### src/sv/sis_pkg.sv
// ----------------------------------------------------------------------------
// sis_pkg
// Sizes, opcode and status codes for the scan line interval set.
// ----------------------------------------------------------------------------
package sis_pkg;

  // Largest number of runs one scan line can hold, and the column width.
  localparam int MAX_RUNS   = 32;
  localparam int COORD_BITS = 16;

  localparam logic [1:0] OP_ADD   = 2'd0;
  localparam logic [1:0] OP_SUB   = 2'd1;
  localparam logic [1:0] OP_READ  = 2'd2;
  localparam logic [1:0] OP_UNDEF = 2'd3;

  localparam logic [1:0] ST_OK       = 2'd0;
  localparam logic [1:0] ST_OVERFLOW = 2'd1;
  localparam logic [1:0] ST_RANGE    = 2'd2;

endpackage

### src/sv/scanline_interval_set.sv
// ----------------------------------------------------------------------------
// scanline_interval_set
// One scan line of a mask kept as a sorted list of disjoint column runs.
// ----------------------------------------------------------------------------
// Usage: raise start with in_opcode, in_run_start, in_run_end and
// in_read_index while busy is low; the command transfers at that edge.
// An add merges the run into the list, a subtract removes its columns
// (trimming or splitting runs), and a read returns the run at an index.
// Every command gives exactly one result, shown for one cycle with
// out_valid high; the receiver cannot stall, so results are never held.
//
// The list lives in two synchronous memories: the stored table and a work
// table. An add or subtract reads the stored table one entry per cycle,
// pausing when a split or an insertion needs a second work write, and
// writes the new list into the work table, then copies the work table
// back one entry per cycle. Busy stays high until the result is shown.
// On overflow the copy back is skipped, so the stored list is unchanged.
// Reset clears the run count and control state; memory content is not
// cleared, since entries at or beyond the run count are never used.
// ----------------------------------------------------------------------------
module scanline_interval_set
  import sis_pkg::*;
(
  input  logic                  clk,
  input  logic                  rst_n,
  input  logic                  start,
  output logic                  busy,
  input  logic [1:0]            in_opcode,
  input  logic [COORD_BITS-1:0] in_run_start,
  input  logic [COORD_BITS-1:0] in_run_end,
  input  logic [4:0]            in_read_index,
  output logic                  out_valid,
  output logic [5:0]            out_run_count,
  output logic [1:0]            out_status,
  output logic [COORD_BITS-1:0] out_start,
  output logic [COORD_BITS-1:0] out_end
);

  localparam int IW  = $clog2(MAX_RUNS);
  localparam int CW  = $clog2(MAX_RUNS + 1);
  // The work list may grow to MAX_RUNS + 1 before overflow is known.
  localparam int NW  = $clog2(MAX_RUNS + 2);
  localparam int XW  = COORD_BITS + 1;

  typedef enum logic [2:0] {
    S_IDLE, S_RD_WAIT, S_SCAN, S_PEND, S_TAIL, S_CHECK, S_COPY, S_DONE
  } state_t;

  typedef logic [2*COORD_BITS-1:0] entry_t;

  entry_t run_mem  [MAX_RUNS];
  entry_t work_mem [MAX_RUNS];

  state_t                state_r;
  logic [CW-1:0]         total_r;
  logic [1:0]            op_r;
  logic [XW-1:0]         s_r, e_r, ms_r, me_r;
  logic                  placed_r;
  logic [CW-1:0]         idx_r;
  logic [NW-1:0]         n_r;
  logic [1:0]            status_r;
  logic [COORD_BITS-1:0] os_r, oe_r;
  logic                  valid_r;
  entry_t                run_rd_r, work_rd_r;
  // Second entry of a split, or the stored run that follows an insertion.
  entry_t                pend_d_r;

  // Memory ports, driven from the sequencer.
  logic                  run_re, run_we, work_re, work_we;
  logic [IW-1:0]         run_ra, run_wa, work_ra, work_wa;
  entry_t                run_wd, work_wd;

  // Per-entry decision on the stored entry held in run_rd_r.
  logic [XW-1:0]         rs, re;
  logic                  push, pend;
  entry_t                push_d, pend_d;
  logic [XW-1:0]         ms_nxt, me_nxt;
  logic                  placed_nxt;

  logic                  scan_next;
  logic                  n_room;

  function automatic entry_t pack(input logic [XW-1:0] a, input logic [XW-1:0] b);
    pack = {a[COORD_BITS-1:0], b[COORD_BITS-1:0]};
  endfunction

  always_ff @(posedge clk) begin
    if (run_re) run_rd_r <= run_mem[run_ra];
    if (run_we) run_mem[run_wa] <= run_wd;
  end

  always_ff @(posedge clk) begin
    if (work_re) work_rd_r <= work_mem[work_ra];
    if (work_we) work_mem[work_wa] <= work_wd;
  end

  // Stored entry under scan, widened by one bit for the +1 compares.
  assign rs = {1'b0, run_rd_r[2*COORD_BITS-1:COORD_BITS]};
  assign re = {1'b0, run_rd_r[COORD_BITS-1:0]};

  // Another stored entry follows the one under scan.
  assign scan_next = (idx_r + CW'(1)) < total_r;
  // Work table writes stop at its depth; the count still runs on so that
  // overflow is seen.
  assign n_room    = n_r < NW'(MAX_RUNS);

  always_comb begin
    push       = 1'b0;
    pend       = 1'b0;
    push_d     = run_rd_r;
    pend_d     = run_rd_r;
    ms_nxt     = ms_r;
    me_nxt     = me_r;
    placed_nxt = placed_r;
    if (op_r == OP_ADD) begin
      if (re + XW'(1) < s_r) begin
        push = 1'b1;
      end else if (rs > e_r + XW'(1)) begin
        push = 1'b1;
        if (!placed_r) begin
          // The merged run goes first; the stored run follows next cycle.
          push_d     = pack(ms_r, me_r);
          pend       = 1'b1;
          placed_nxt = 1'b1;
        end
      end else begin
        if (rs < ms_r) ms_nxt = rs;
        if (re > me_r) me_nxt = re;
      end
    end else begin
      if (re < s_r || rs > e_r) begin
        push = 1'b1;
      end else if (rs < s_r) begin
        push   = 1'b1;
        push_d = pack(rs, s_r - XW'(1));
        if (re > e_r) begin
          pend   = 1'b1;
          pend_d = pack(e_r + XW'(1), re);
        end
      end else if (re > e_r) begin
        push   = 1'b1;
        push_d = pack(e_r + XW'(1), re);
      end
    end
  end

  always_comb begin
    run_re  = 1'b0;
    run_ra  = IW'(idx_r + CW'(1));
    run_we  = 1'b0;
    run_wa  = idx_r[IW-1:0];
    run_wd  = work_rd_r;
    work_re = 1'b0;
    work_ra = IW'(idx_r + CW'(1));
    work_we = 1'b0;
    work_wa = n_r[IW-1:0];
    work_wd = push_d;
    unique case (state_r)
      S_IDLE: begin
        // A read fetches its entry; an add or subtract fetches entry 0.
        run_re = start;
        run_ra = (in_opcode == OP_READ) ? IW'(in_read_index) : '0;
      end
      S_SCAN: begin
        // Fetch the next stored entry while deciding on this one.
        run_re  = scan_next;
        work_we = push && n_room;
      end
      S_PEND: begin
        work_we = n_room;
        work_wd = pend_d_r;
      end
      S_TAIL: begin
        work_we = (op_r == OP_ADD) && !placed_r && n_room;
        work_wd = pack(ms_r, me_r);
      end
      S_CHECK: begin
        work_re = 1'b1;
        work_ra = '0;
      end
      S_COPY: begin
        // Write back entry idx_r while fetching the following one.
        run_we  = 1'b1;
        work_re = 1'b1;
      end
      default: ;
    endcase
  end

  always_ff @(posedge clk) begin
    if (!rst_n) begin
      state_r <= S_IDLE;
      total_r <= '0;
      valid_r <= 1'b0;
    end else begin
      valid_r <= 1'b0;
      unique case (state_r)
        S_IDLE: begin
          if (start) begin
            op_r     <= in_opcode;
            s_r      <= {1'b0, in_run_start};
            e_r      <= {1'b0, in_run_end};
            ms_r     <= {1'b0, in_run_start};
            me_r     <= {1'b0, in_run_end};
            placed_r <= 1'b0;
            idx_r    <= (in_opcode == OP_READ) ? CW'(in_read_index) : '0;
            n_r      <= '0;
            status_r <= ST_OK;
            os_r     <= '0;
            oe_r     <= '0;
            priority if (in_opcode == OP_READ) begin
              state_r <= S_RD_WAIT;
            end else if ((in_opcode == OP_ADD || in_opcode == OP_SUB) &&
                         in_run_end >= in_run_start) begin
              state_r <= (total_r == '0) ? S_TAIL : S_SCAN;
            end else begin
              // A reversed run or an unknown opcode changes nothing.
              state_r <= S_DONE;
            end
          end
        end
        S_RD_WAIT: begin
          if (idx_r < total_r) begin
            os_r <= run_rd_r[2*COORD_BITS-1:COORD_BITS];
            oe_r <= run_rd_r[COORD_BITS-1:0];
          end else begin
            status_r <= ST_RANGE;
          end
          state_r <= S_DONE;
        end
        S_SCAN: begin
          ms_r     <= ms_nxt;
          me_r     <= me_nxt;
          placed_r <= placed_nxt;
          if (push) n_r <= n_r + NW'(1);
          idx_r    <= idx_r + CW'(1);
          priority if (pend) begin
            pend_d_r <= pend_d;
            state_r  <= S_PEND;
          end else if (!scan_next) begin
            state_r <= S_TAIL;
          end
        end
        S_PEND: begin
          n_r     <= n_r + NW'(1);
          state_r <= (idx_r < total_r) ? S_SCAN : S_TAIL;
        end
        S_TAIL: begin
          if (op_r == OP_ADD && !placed_r) n_r <= n_r + NW'(1);
          state_r <= S_CHECK;
        end
        S_CHECK: begin
          priority if (n_r > NW'(MAX_RUNS)) begin
            status_r <= ST_OVERFLOW;
            state_r  <= S_DONE;
          end else if (n_r == '0) begin
            total_r <= '0;
            state_r <= S_DONE;
          end else begin
            idx_r   <= '0;
            state_r <= S_COPY;
          end
        end
        S_COPY: begin
          if ((idx_r + CW'(1)) < CW'(n_r)) begin
            idx_r <= idx_r + CW'(1);
          end else begin
            total_r <= CW'(n_r);
            state_r <= S_DONE;
          end
        end
        S_DONE: begin
          valid_r <= 1'b1;
          state_r <= S_IDLE;
        end
        default: state_r <= S_IDLE;
      endcase
    end
  end

  assign busy          = (state_r != S_IDLE);
  assign out_valid     = valid_r;
  assign out_run_count = 6'(total_r);
  assign out_status    = status_r;
  assign out_start     = os_r;
  assign out_end       = oe_r;

  // A result only appears once the block is idle again.
  a_valid_idle: assert property (@(posedge clk) disable iff (!rst_n)
    out_valid |-> !busy);

  // Each result is strobed for a single cycle.
  a_valid_single: assert property (@(posedge clk) disable iff (!rst_n)
    out_valid |=> !out_valid);

  // An accepted command always makes the block busy.
  a_accept_busy: assert property (@(posedge clk) disable iff (!rst_n)
    (start && !busy) |=> busy);

  // The stored run count never exceeds the table depth.
  a_count_range: assert property (@(posedge clk) disable iff (!rst_n)
    out_run_count <= 6'(MAX_RUNS));

endmodule

### config.mk
export PLATFORM = sky130hd
export DESIGN_NAME = scanline_interval_set
export DESIGN_NICKNAME = d
export VERILOG_FILES = /design/src/sv/sis_pkg.sv /design/src/sv/scanline_interval_set.sv
export SDC_FILE = /design/constraint.sdc
export NUM_CORES = 2
export LEC_CHECK = 0
export BUFFER_PORTS_ARGS = -buffer_cell sky130_fd_sc_hd__buf_4
export CAP_MARGIN = 20
export CORE_MARGIN = 5
export CORE_UTILIZATION = 30
export DETAILED_ROUTE_END_ITERATION = 7
export GPL_TIMING_DRIVEN = 1
export HOLD_SLACK_MARGIN = 0.08
export PLACE_DENSITY = 0.44
export SLEW_MARGIN = 20
export SYNTH_ARGS = -nofsm -noshare
export SYNTH_HDL_FRONTEND = slang
export SYNTH_SLANG_ARGS = --single-unit
### constraint.sdc
create_clock -name clk -period 15.7 [get_ports clk]
set_input_delay 0.785 -clock clk [delete_from_list [all_inputs] [get_ports clk]]
set_output_delay 0.785 -clock clk [all_outputs]
set_load 0.03 [all_outputs]
; ---- After elaboration in Yosys (flattened, before gate mapping)
; Memories as Yosys holds them, arrays and structs flattened. A register that Yosys moved wholly into a read port is not among the register bits.
; Index checks and enable logic that the tools add are counted.
[classes]
add_sub_neg = 5
n_lt_le_gt_ge = 14
n_eq_ne = 27
mux = 86
n_reduce_logical = 31
[ops]
columns = cell, count
row1 = two-way mux 32 bit, 10
row2 = two-way mux 17 bit, 10
row3 = case mux 17 bit (2 select lines), 2
row4 = case mux 16 bit (2 select lines), 2
row5 = case mux 32 bit (2 select lines), 1
row6 = two-way mux 6 bit, 10
row7 = two-way mux 16 bit, 3
row8 = case mux 6 bit (4 select lines), 2
row9 = "adder 16 x 1 -> 17 bit, second input constant", 2
row10 = > comparator 16 x 17 -> 1 bit, 2
row11 = "!= test 2 bit, second input constant", 17
row12 = > comparator 16 bit, 2
row13 = less-than comparator 16 bit, 2
row14 = two-way mux 1 bit, 25
row15 = two-way mux 3 bit, 8
row16 = case mux 3 bit (8 select lines), 1
row17 = two-way mux 5 bit, 4
row18 = less-than comparator 6 bit, 3
row19 = less-than comparator 16 x 17 -> 1 bit, 1
row20 = less-than comparator 17 x 16 -> 1 bit, 1
row21 = greater-or-equal comparator 16 bit, 1
row22 = "subtractor 16 x 1 -> 16 bit, second input constant", 1
row23 = AND reduction 7 bit, 2
row24 = "adder 6 x 1 -> 6 bit, second input constant", 2
row25 = other kinds (27), 49
[totals]
regBits = 157
ramBits = 2048
inputBits = 42
output_inout_bits = 42
word_cells = 180
mem_count = 2
[mem_list]
columns = name, depth, width, read_ports, rd_clocked_by_memory_dff, wr, line
row1 = run_mem, 32, 32, 1, 1, 1, scanline_interval_set.sv:51  ; entry_t run_mem [MAX_RUNS];
row2 = work_mem, 32, 32, 1, 1, 1, scanline_interval_set.sv:52  ; entry_t work_mem [MAX_RUNS];

; ---- Depth between registers and ports, before layout
[logic_depth]
ltp_word = 9
ltp_mapped = 16

; ---- Worst setup path after synthesis
; OpenSTA, ideal clock, no wires.
[synth_timing]
kind = flip-flop to flip-flop
startpoint = register e_r[0]
endpoint = memory work_mem[1][0] (netlist bit) (enable)
setup_time_ns = 0.461
t_arrival_ns = 5.128
required_ns = 15.239
slack_ns = 10.111
stages_incl_launch_ff = 15
n_path_buf = 1
synth_period_minus_slack_ns = 5.589
cell_sequence = edfxtp_1 > ha_1 > nand2_1 > nor3_1 > and4_1 > xnor2_1 > ha_1 > nand4_1 > nor4_1 > o21ai_0 > a31oi_1 > or3_1 > a31oi_1 > buf_2 > nor3_1
[synth_via]
elab_chain_len = 9
elab_cells_between_ends = 15
classes_between = 1 x add/sub / 3 x order compare / 9 x mux / 2 x reduce/logical
[synth_lines]
columns = item, line
row1 = from (decl), scanline_interval_set.sv:57  ; logic [XW-1:0] s_r, e_r, ms_r, me_r;
row2 = from (signal assigned), scanline_interval_set.sv:202  ; e_r <= {1'b0, in_run_end};
row3 = adder 16 x 1 -> 17 bit / > comparator 16 bit (equally long branches), --
row4 = > comparator 16 x 17 -> 1 bit / two-way mux 1 bit (equally long branches), "scanline_interval_set.sv:118, scanline_interval_set.sv:140"
row5 = "two-way mux 1 bit, on equally long branches", "scanline_interval_set.sv:118, scanline_interval_set.sv:133"
row6 = "two-way mux 1 bit, on equally long branches", "scanline_interval_set.sv:116, scanline_interval_set.sv:131"
row7 = two-way mux 1 bit *, scanline_interval_set.sv:115  ; if (op_r == OP_ADD) begin
row8 = logical AND 1 bit *, scanline_interval_set.sv:167  ; work_we = push && n_room;
row9 = case mux 1 bit (3 select lines) *, scanline_interval_set.sv:158  ; unique case (state_r)
row10 = two-way mux 1 bit *, scanline_interval_set.sv:94  ; if (work_we) work_mem[work_wa] <= work_wd;
row11 = two-way mux 1 bit (implied by the code) *, scanline_interval_set.sv:94
row12 = to (decl), scanline_interval_set.sv:52
; Mark *: on every way between the ends. The rest lies on a longest branch, timed or not.

; ---- Worst setup path in the final report
[layout_timing]
startpoint = register e_r[0]
endpoint = memory work_mem[12][19] (netlist bit) (data pin)
[layout_via]
elab_chain_len = 6
elab_cells_between_ends = 12
classes_between = 1 x add/sub / 3 x order compare / 7 x mux / 1 x reduce/logical
[layout_lines]
columns = item, line
row1 = adder 16 x 1 -> 17 bit / > comparator 16 bit (equally long branches), "scanline_interval_set.sv:142, scanline_interval_set.sv:140"
row2 = > comparator 16 x 17 -> 1 bit / two-way mux 32 bit (equally long branches), "scanline_interval_set.sv:118, scanline_interval_set.sv:140"
row3 = "two-way mux 32 bit, on equally long branches", "scanline_interval_set.sv:118, scanline_interval_set.sv:133"
row4 = "two-way mux 32 bit, on equally long branches", "scanline_interval_set.sv:116, scanline_interval_set.sv:131"
row5 = two-way mux 32 bit *, scanline_interval_set.sv:115
row6 = case mux 32 bit (2 select lines) *, scanline_interval_set.sv:158
row7 = named net work_wd[19], scanline_interval_set.sv:71  ; entry_t run_wd, work_wd;
; The timed path passes the listed nets; every way through them passes the cells marked *.

==> impl_results.md <==
- Run status: completed
- Post-DP HPWL: 159,000 microns
- Post-synthesis sequential area ratio: 0.726
- Worst Hold Endpoint: s_r[14]$_DFFE_PP_
- Wire length of the first global-routing pass: 433,000 microns
- Synth Flop Type: sky130_fd_sc_hd__edfxtp_1
- Total grt overflow: 0
- Fraction of post-synthesis cell area in the top cell type by area: 0.724
- Slowest Stage Delay on Critical Path: 0.98 ns
- Final setup violating endpoints: 0
- Required time at the endpoint of the critical path: 16.21 ns
- Die boundary width: 569 microns
- Final count of pins violating max slew: 0
- Cell Area, Synth: 93,600 sq um
- Top post-synthesis cells by area: sky130_fd_sc_hd__edfxtp_1, sky130_fd_sc_hd__nand2_1, sky130_fd_sc_hd__mux4_2
- Top cell type by total area after synthesis: sky130_fd_sc_hd__edfxtp_1
- Clock power frac: 0.239
- Sequential fraction of design power: 0.382
- Post-Syn Instances: 6,155
- Remaining DRCs: 0
- Slew margin rel.: 0.245
- FF-to-FF Start: e_r[0]$_DFFE_PP_
- Total net switching power: 8.80 mW
- Start-to-end type of the worst setup path: reg2reg
- Worst Hold Depth: 1
- Peak VDD IR: 183 uV
- TritonCTS clock tree: done
- Final Net Count: 6,525
- Number of buffers added on ports: 83
- Worst endpoint data arrival time: 6.14 ns
- Count of H-tree levels built during CTS: 4
- Drt pass-1 iters: 6
- Number of enable flip-flop cells after synthesis: 2,257
- Area after detailed placement: 100,000 sq um
- Clk sinks: 2,267
- RSZ-0062 raised after global routing: false
- P_int: 14.1 mW
- Slew at the pin closest to its max-slew limit: 1.13 ns
- WP buf/inv: 0
- Warning count from the yosys run: 0
- Antenna-violating nets left: 0
- Routed wirelength normalized by instance count: 29.2 microns
- Clock latency on the worst-skew pair: 0.92 ns
- Summed negative setup slack over all endpoints: 0 ns
- # Max-Cap Violations: 0
- Cell occurring most often along the worst timing path: sky130_fd_sc_hd__ha_1
- Share of total power consumed by net switching: 0.384
- Cts repair resizes: 0
- Starting density of the core: 0.301
- Setup slack, reg-to-reg: 10.07 ns
- Crit path cell chain: ha_1 -> nand2_1 -> nor3_1 -> and4_1 -> xnor2_1 -> ha_1 -> nand4_1 -> nor4_1 -> o21ai_0 -> a311oi_1 -> a2bb2oi_2 -> o22a_1
- GP Congestion: 0.849
- Vias in the first global route: 54,400
- Total of flip-flops plus latches after synthesis: 2,267
- Number of placement rows: 205
- Cell with the most instances after synthesis: sky130_fd_sc_hd__edfxtp_1
- Final period utilization: 0.358
- Async set-or-reset flop fraction in the synthesized netlist: 0
- Floorplan Core Area: 311,000 sq um
- Logic pwr share: 0.379
- CP endpoint kind: flop
- Maximum clock insertion buffer count: 4
- Distinct cells, synth: 66
- Hold Crit Start: in_run_start[14]
- Achievable clock frequency: 0.178 GHz
- Clock transition at path regs: 0.07 ns
- Growth of design area from synthesis to finish: 15.3%
- Overall die area: 323,000 sq um
- GRT Total Usage: 0.187
- Vias: 55,200
- CTS buffer count: 244
- Worst Clk Skew: 0.0586 ns
- Cell area power density: 212 nW/um^2
- Detailed Route Iter0 Violations: 5,300
- Mean cell area of the mapped netlist: 15.2 sq um
- Die boundary height: 569 microns
- Clock tree root buffer cell: sky130_fd_sc_hd__clkbuf_16
- Detailed Route WL: 311,000 microns
- Worst Reg-to-Reg Cells: 12
- Number of antenna violations at the first check in global routing: 16
- HP Class: in2reg
- Synthesized netlist net count: 6,363
- Critical path's top delay family: compound AO/OA/AOI/OAI gates
- Final design instance area without fill: 108,000 sq um
- Fraction of layout cells with a size suffix above 1: 0.146
- Most frequent cells after synthesis: sky130_fd_sc_hd__edfxtp_1, sky130_fd_sc_hd__nand2_1, sky130_fd_sc_hd__nand3_1
- Endpoint of the most critical register-to-register path: work_mem[12][19]$_DFFE_PP_
- Kind of start point of the critical path: flop
- Crit path max-delay cell type: sky130_fd_sc_hd__o22a_1
- Number of endpoints with negative hold slack in the final report: 0
- Largest net degree at the start of global routing: 184
- Final period demand of the worst path: 5.63 ns
- I/O pin count: 84
- Worst-path fanout max: 32
- Post-CTS Setup Repair Bufs: 0
- Per-cell via count in the routed design: 5.18
- P_leak: 36.0 nW
- Fill cells: 29,900
-- what timing repair did --
| action | 4_1_cts | 5_1_grt |
|---|---|---|
| endpoints found under the setup margin | 0 | 0 |
| endpoints found under the hold margin | 19 | 0 |
| hold buffers | 19 | 0 |
-- stage by stage --
step	total power, mW	worst slack, ns	hold WS, ns	utilization	instances
6_report	22.9	10.07	0.143	0.347	10600
5_1_grt	24.0	9.75	0.0974	0.347	10600
4_1_cts	23.1	9.96	0.0846	0.346	10600
3_5_place_dp	17.5	10.02	0.486	0.321	10200
3_3_place_gp	17.4	10.03	0.485	0.321	10200
2_1_floorplan	13.9	10.11	0.505	-	6155
-- flip-flops by register name, summed over array words and instances (netlist names), 3 cells and up --
| signal | cells |
|---|---|
| state_r | 3 |
| out_end | 16 |
| idx_r | 6 |
| work_mem | 1024 |
| run_mem | 1024 |
| run_wd | 32 |
| s_r | 16 |
| e_r | 16 |
| pend_d_r | 32 |
| out_run_count | 6 |
| n_r | 6 |
| run_rd_r | 32 |
| ms_r | 16 |
| me_r | 16 |
| out_start | 16 |
-- worst reg2reg max path, delay by kind of cell (launching register included) --
family / cells / cell delay (ns)
compound gates: 4 / 2.54
xor+xnor: 1 / 0.11
fa+ha+maj: 2 / 0.59
flops: 1 / 0.49
simple gates: 5 / 1.50
-- layout make-up --
cell class	instances	area, sq um	share of cell area
multi-input cells	3414	24400	0.226
well taps	4140	5180	0.0480
flip-flops and latches	2267	68000	0.630
diodes	5	12.5	0.000116
repair buffers	283	2480	0.0230
clock buffers	291	6300	0.0584
inverters	107	408	0.00378
clock inverters	142	1120	0.0104
-- power groups by stage --
stage / clock, mW / sequential [mW] / combinational (mW)
2_1_floorplan: 0 / 8.76 / 5.16
3_3_place_gp: 0 / 9.01 / 8.41
6_report: 5.49 / 8.75 / 8.69
4_1_cts: 5.62 / 8.81 / 8.64
5_1_grt: 5.87 / 8.78 / 9.34
3_5_place_dp: 0 / 8.94 / 8.60
-- cell usage in the layout (no fill, tap or decap), types with 19 or more instances in the layout --
master                             n
sky130_fd_sc_hd__a211oi_1         37
sky130_fd_sc_hd__a21o_1           25
sky130_fd_sc_hd__a21oi_1          68
sky130_fd_sc_hd__a311oi_1        161
sky130_fd_sc_hd__a31oi_1          37
sky130_fd_sc_hd__and2_1           32
sky130_fd_sc_hd__and3_1          168
sky130_fd_sc_hd__buf_4           235
sky130_fd_sc_hd__clkbuf_1         46
sky130_fd_sc_hd__clkbuf_16       245
sky130_fd_sc_hd__clkinv_1         68
sky130_fd_sc_hd__clkinv_2         51
sky130_fd_sc_hd__dlygate4sd3_1    19
sky130_fd_sc_hd__edfxtp_1       2257
sky130_fd_sc_hd__ha_1            166
sky130_fd_sc_hd__inv_1            97
sky130_fd_sc_hd__mux2_2           32
sky130_fd_sc_hd__mux2i_1         256
sky130_fd_sc_hd__mux4_2          192
sky130_fd_sc_hd__nand2_1        1182
sky130_fd_sc_hd__nand3_1         339
sky130_fd_sc_hd__nand4_1          21
sky130_fd_sc_hd__nor2_1           49
sky130_fd_sc_hd__nor2_4           39
sky130_fd_sc_hd__nor3_1           23
sky130_fd_sc_hd__nor3_2           34
sky130_fd_sc_hd__o211ai_1         20
sky130_fd_sc_hd__o21ai_0          95
sky130_fd_sc_hd__o22ai_1         131
sky130_fd_sc_hd__o311ai_0         23
sky130_fd_sc_hd__o31ai_1          39
sky130_fd_sc_hd__xnor2_1          42
-- logic make-up after synthesis --
kind of cell | synth area share
flops | 0.726
fa+ha+maj | 0.0222
buf+inv | 0.0199
compound gates | 0.0569
mux | 0.0777
xor+xnor | 0.00459
simple gates | 0.0923
-- how the worst max path moves through the flow --
stage / startpoint / cells past startpoint / slack [ns] / to
6_report: e_r[0]$_DFFE_PP_ / 12 / 10.07 / work_mem[12][19]$_DFFE_PP_
5_1_grt: e_r[0]$_DFFE_PP_ / 15 / 9.75 / work_mem[14][2]$_DFFE_PP_
4_1_cts: e_r[0]$_DFFE_PP_ / 15 / 9.96 / work_mem[21][4]$_DFFE_PP_
3_5_place_dp: e_r[0]$_DFFE_PP_ / 15 / 10.02 / work_mem[17][4]$_DFFE_PP_
3_3_place_gp: e_r[0]$_DFFE_PP_ / 15 / 10.03 / work_mem[1][2]$_DFFE_PP_
2_1_floorplan: e_r[0]$_DFFE_PP_ / 14 / 10.11 / work_mem[1][0]$_DFFE_PP_
-- routing by layer --
metal / vias up / wire, microns / global-route usage
met5: - / 10 / 0
met1: 29200 / 135000 / 0.251
met2: 1441 / 154000 / 0.321
met4: 2 / 8130 / 0.0476
met3: 383 / 13500 / 0.0225
li1: 24100 / - / -
Power figures use the tool's default switching activity.
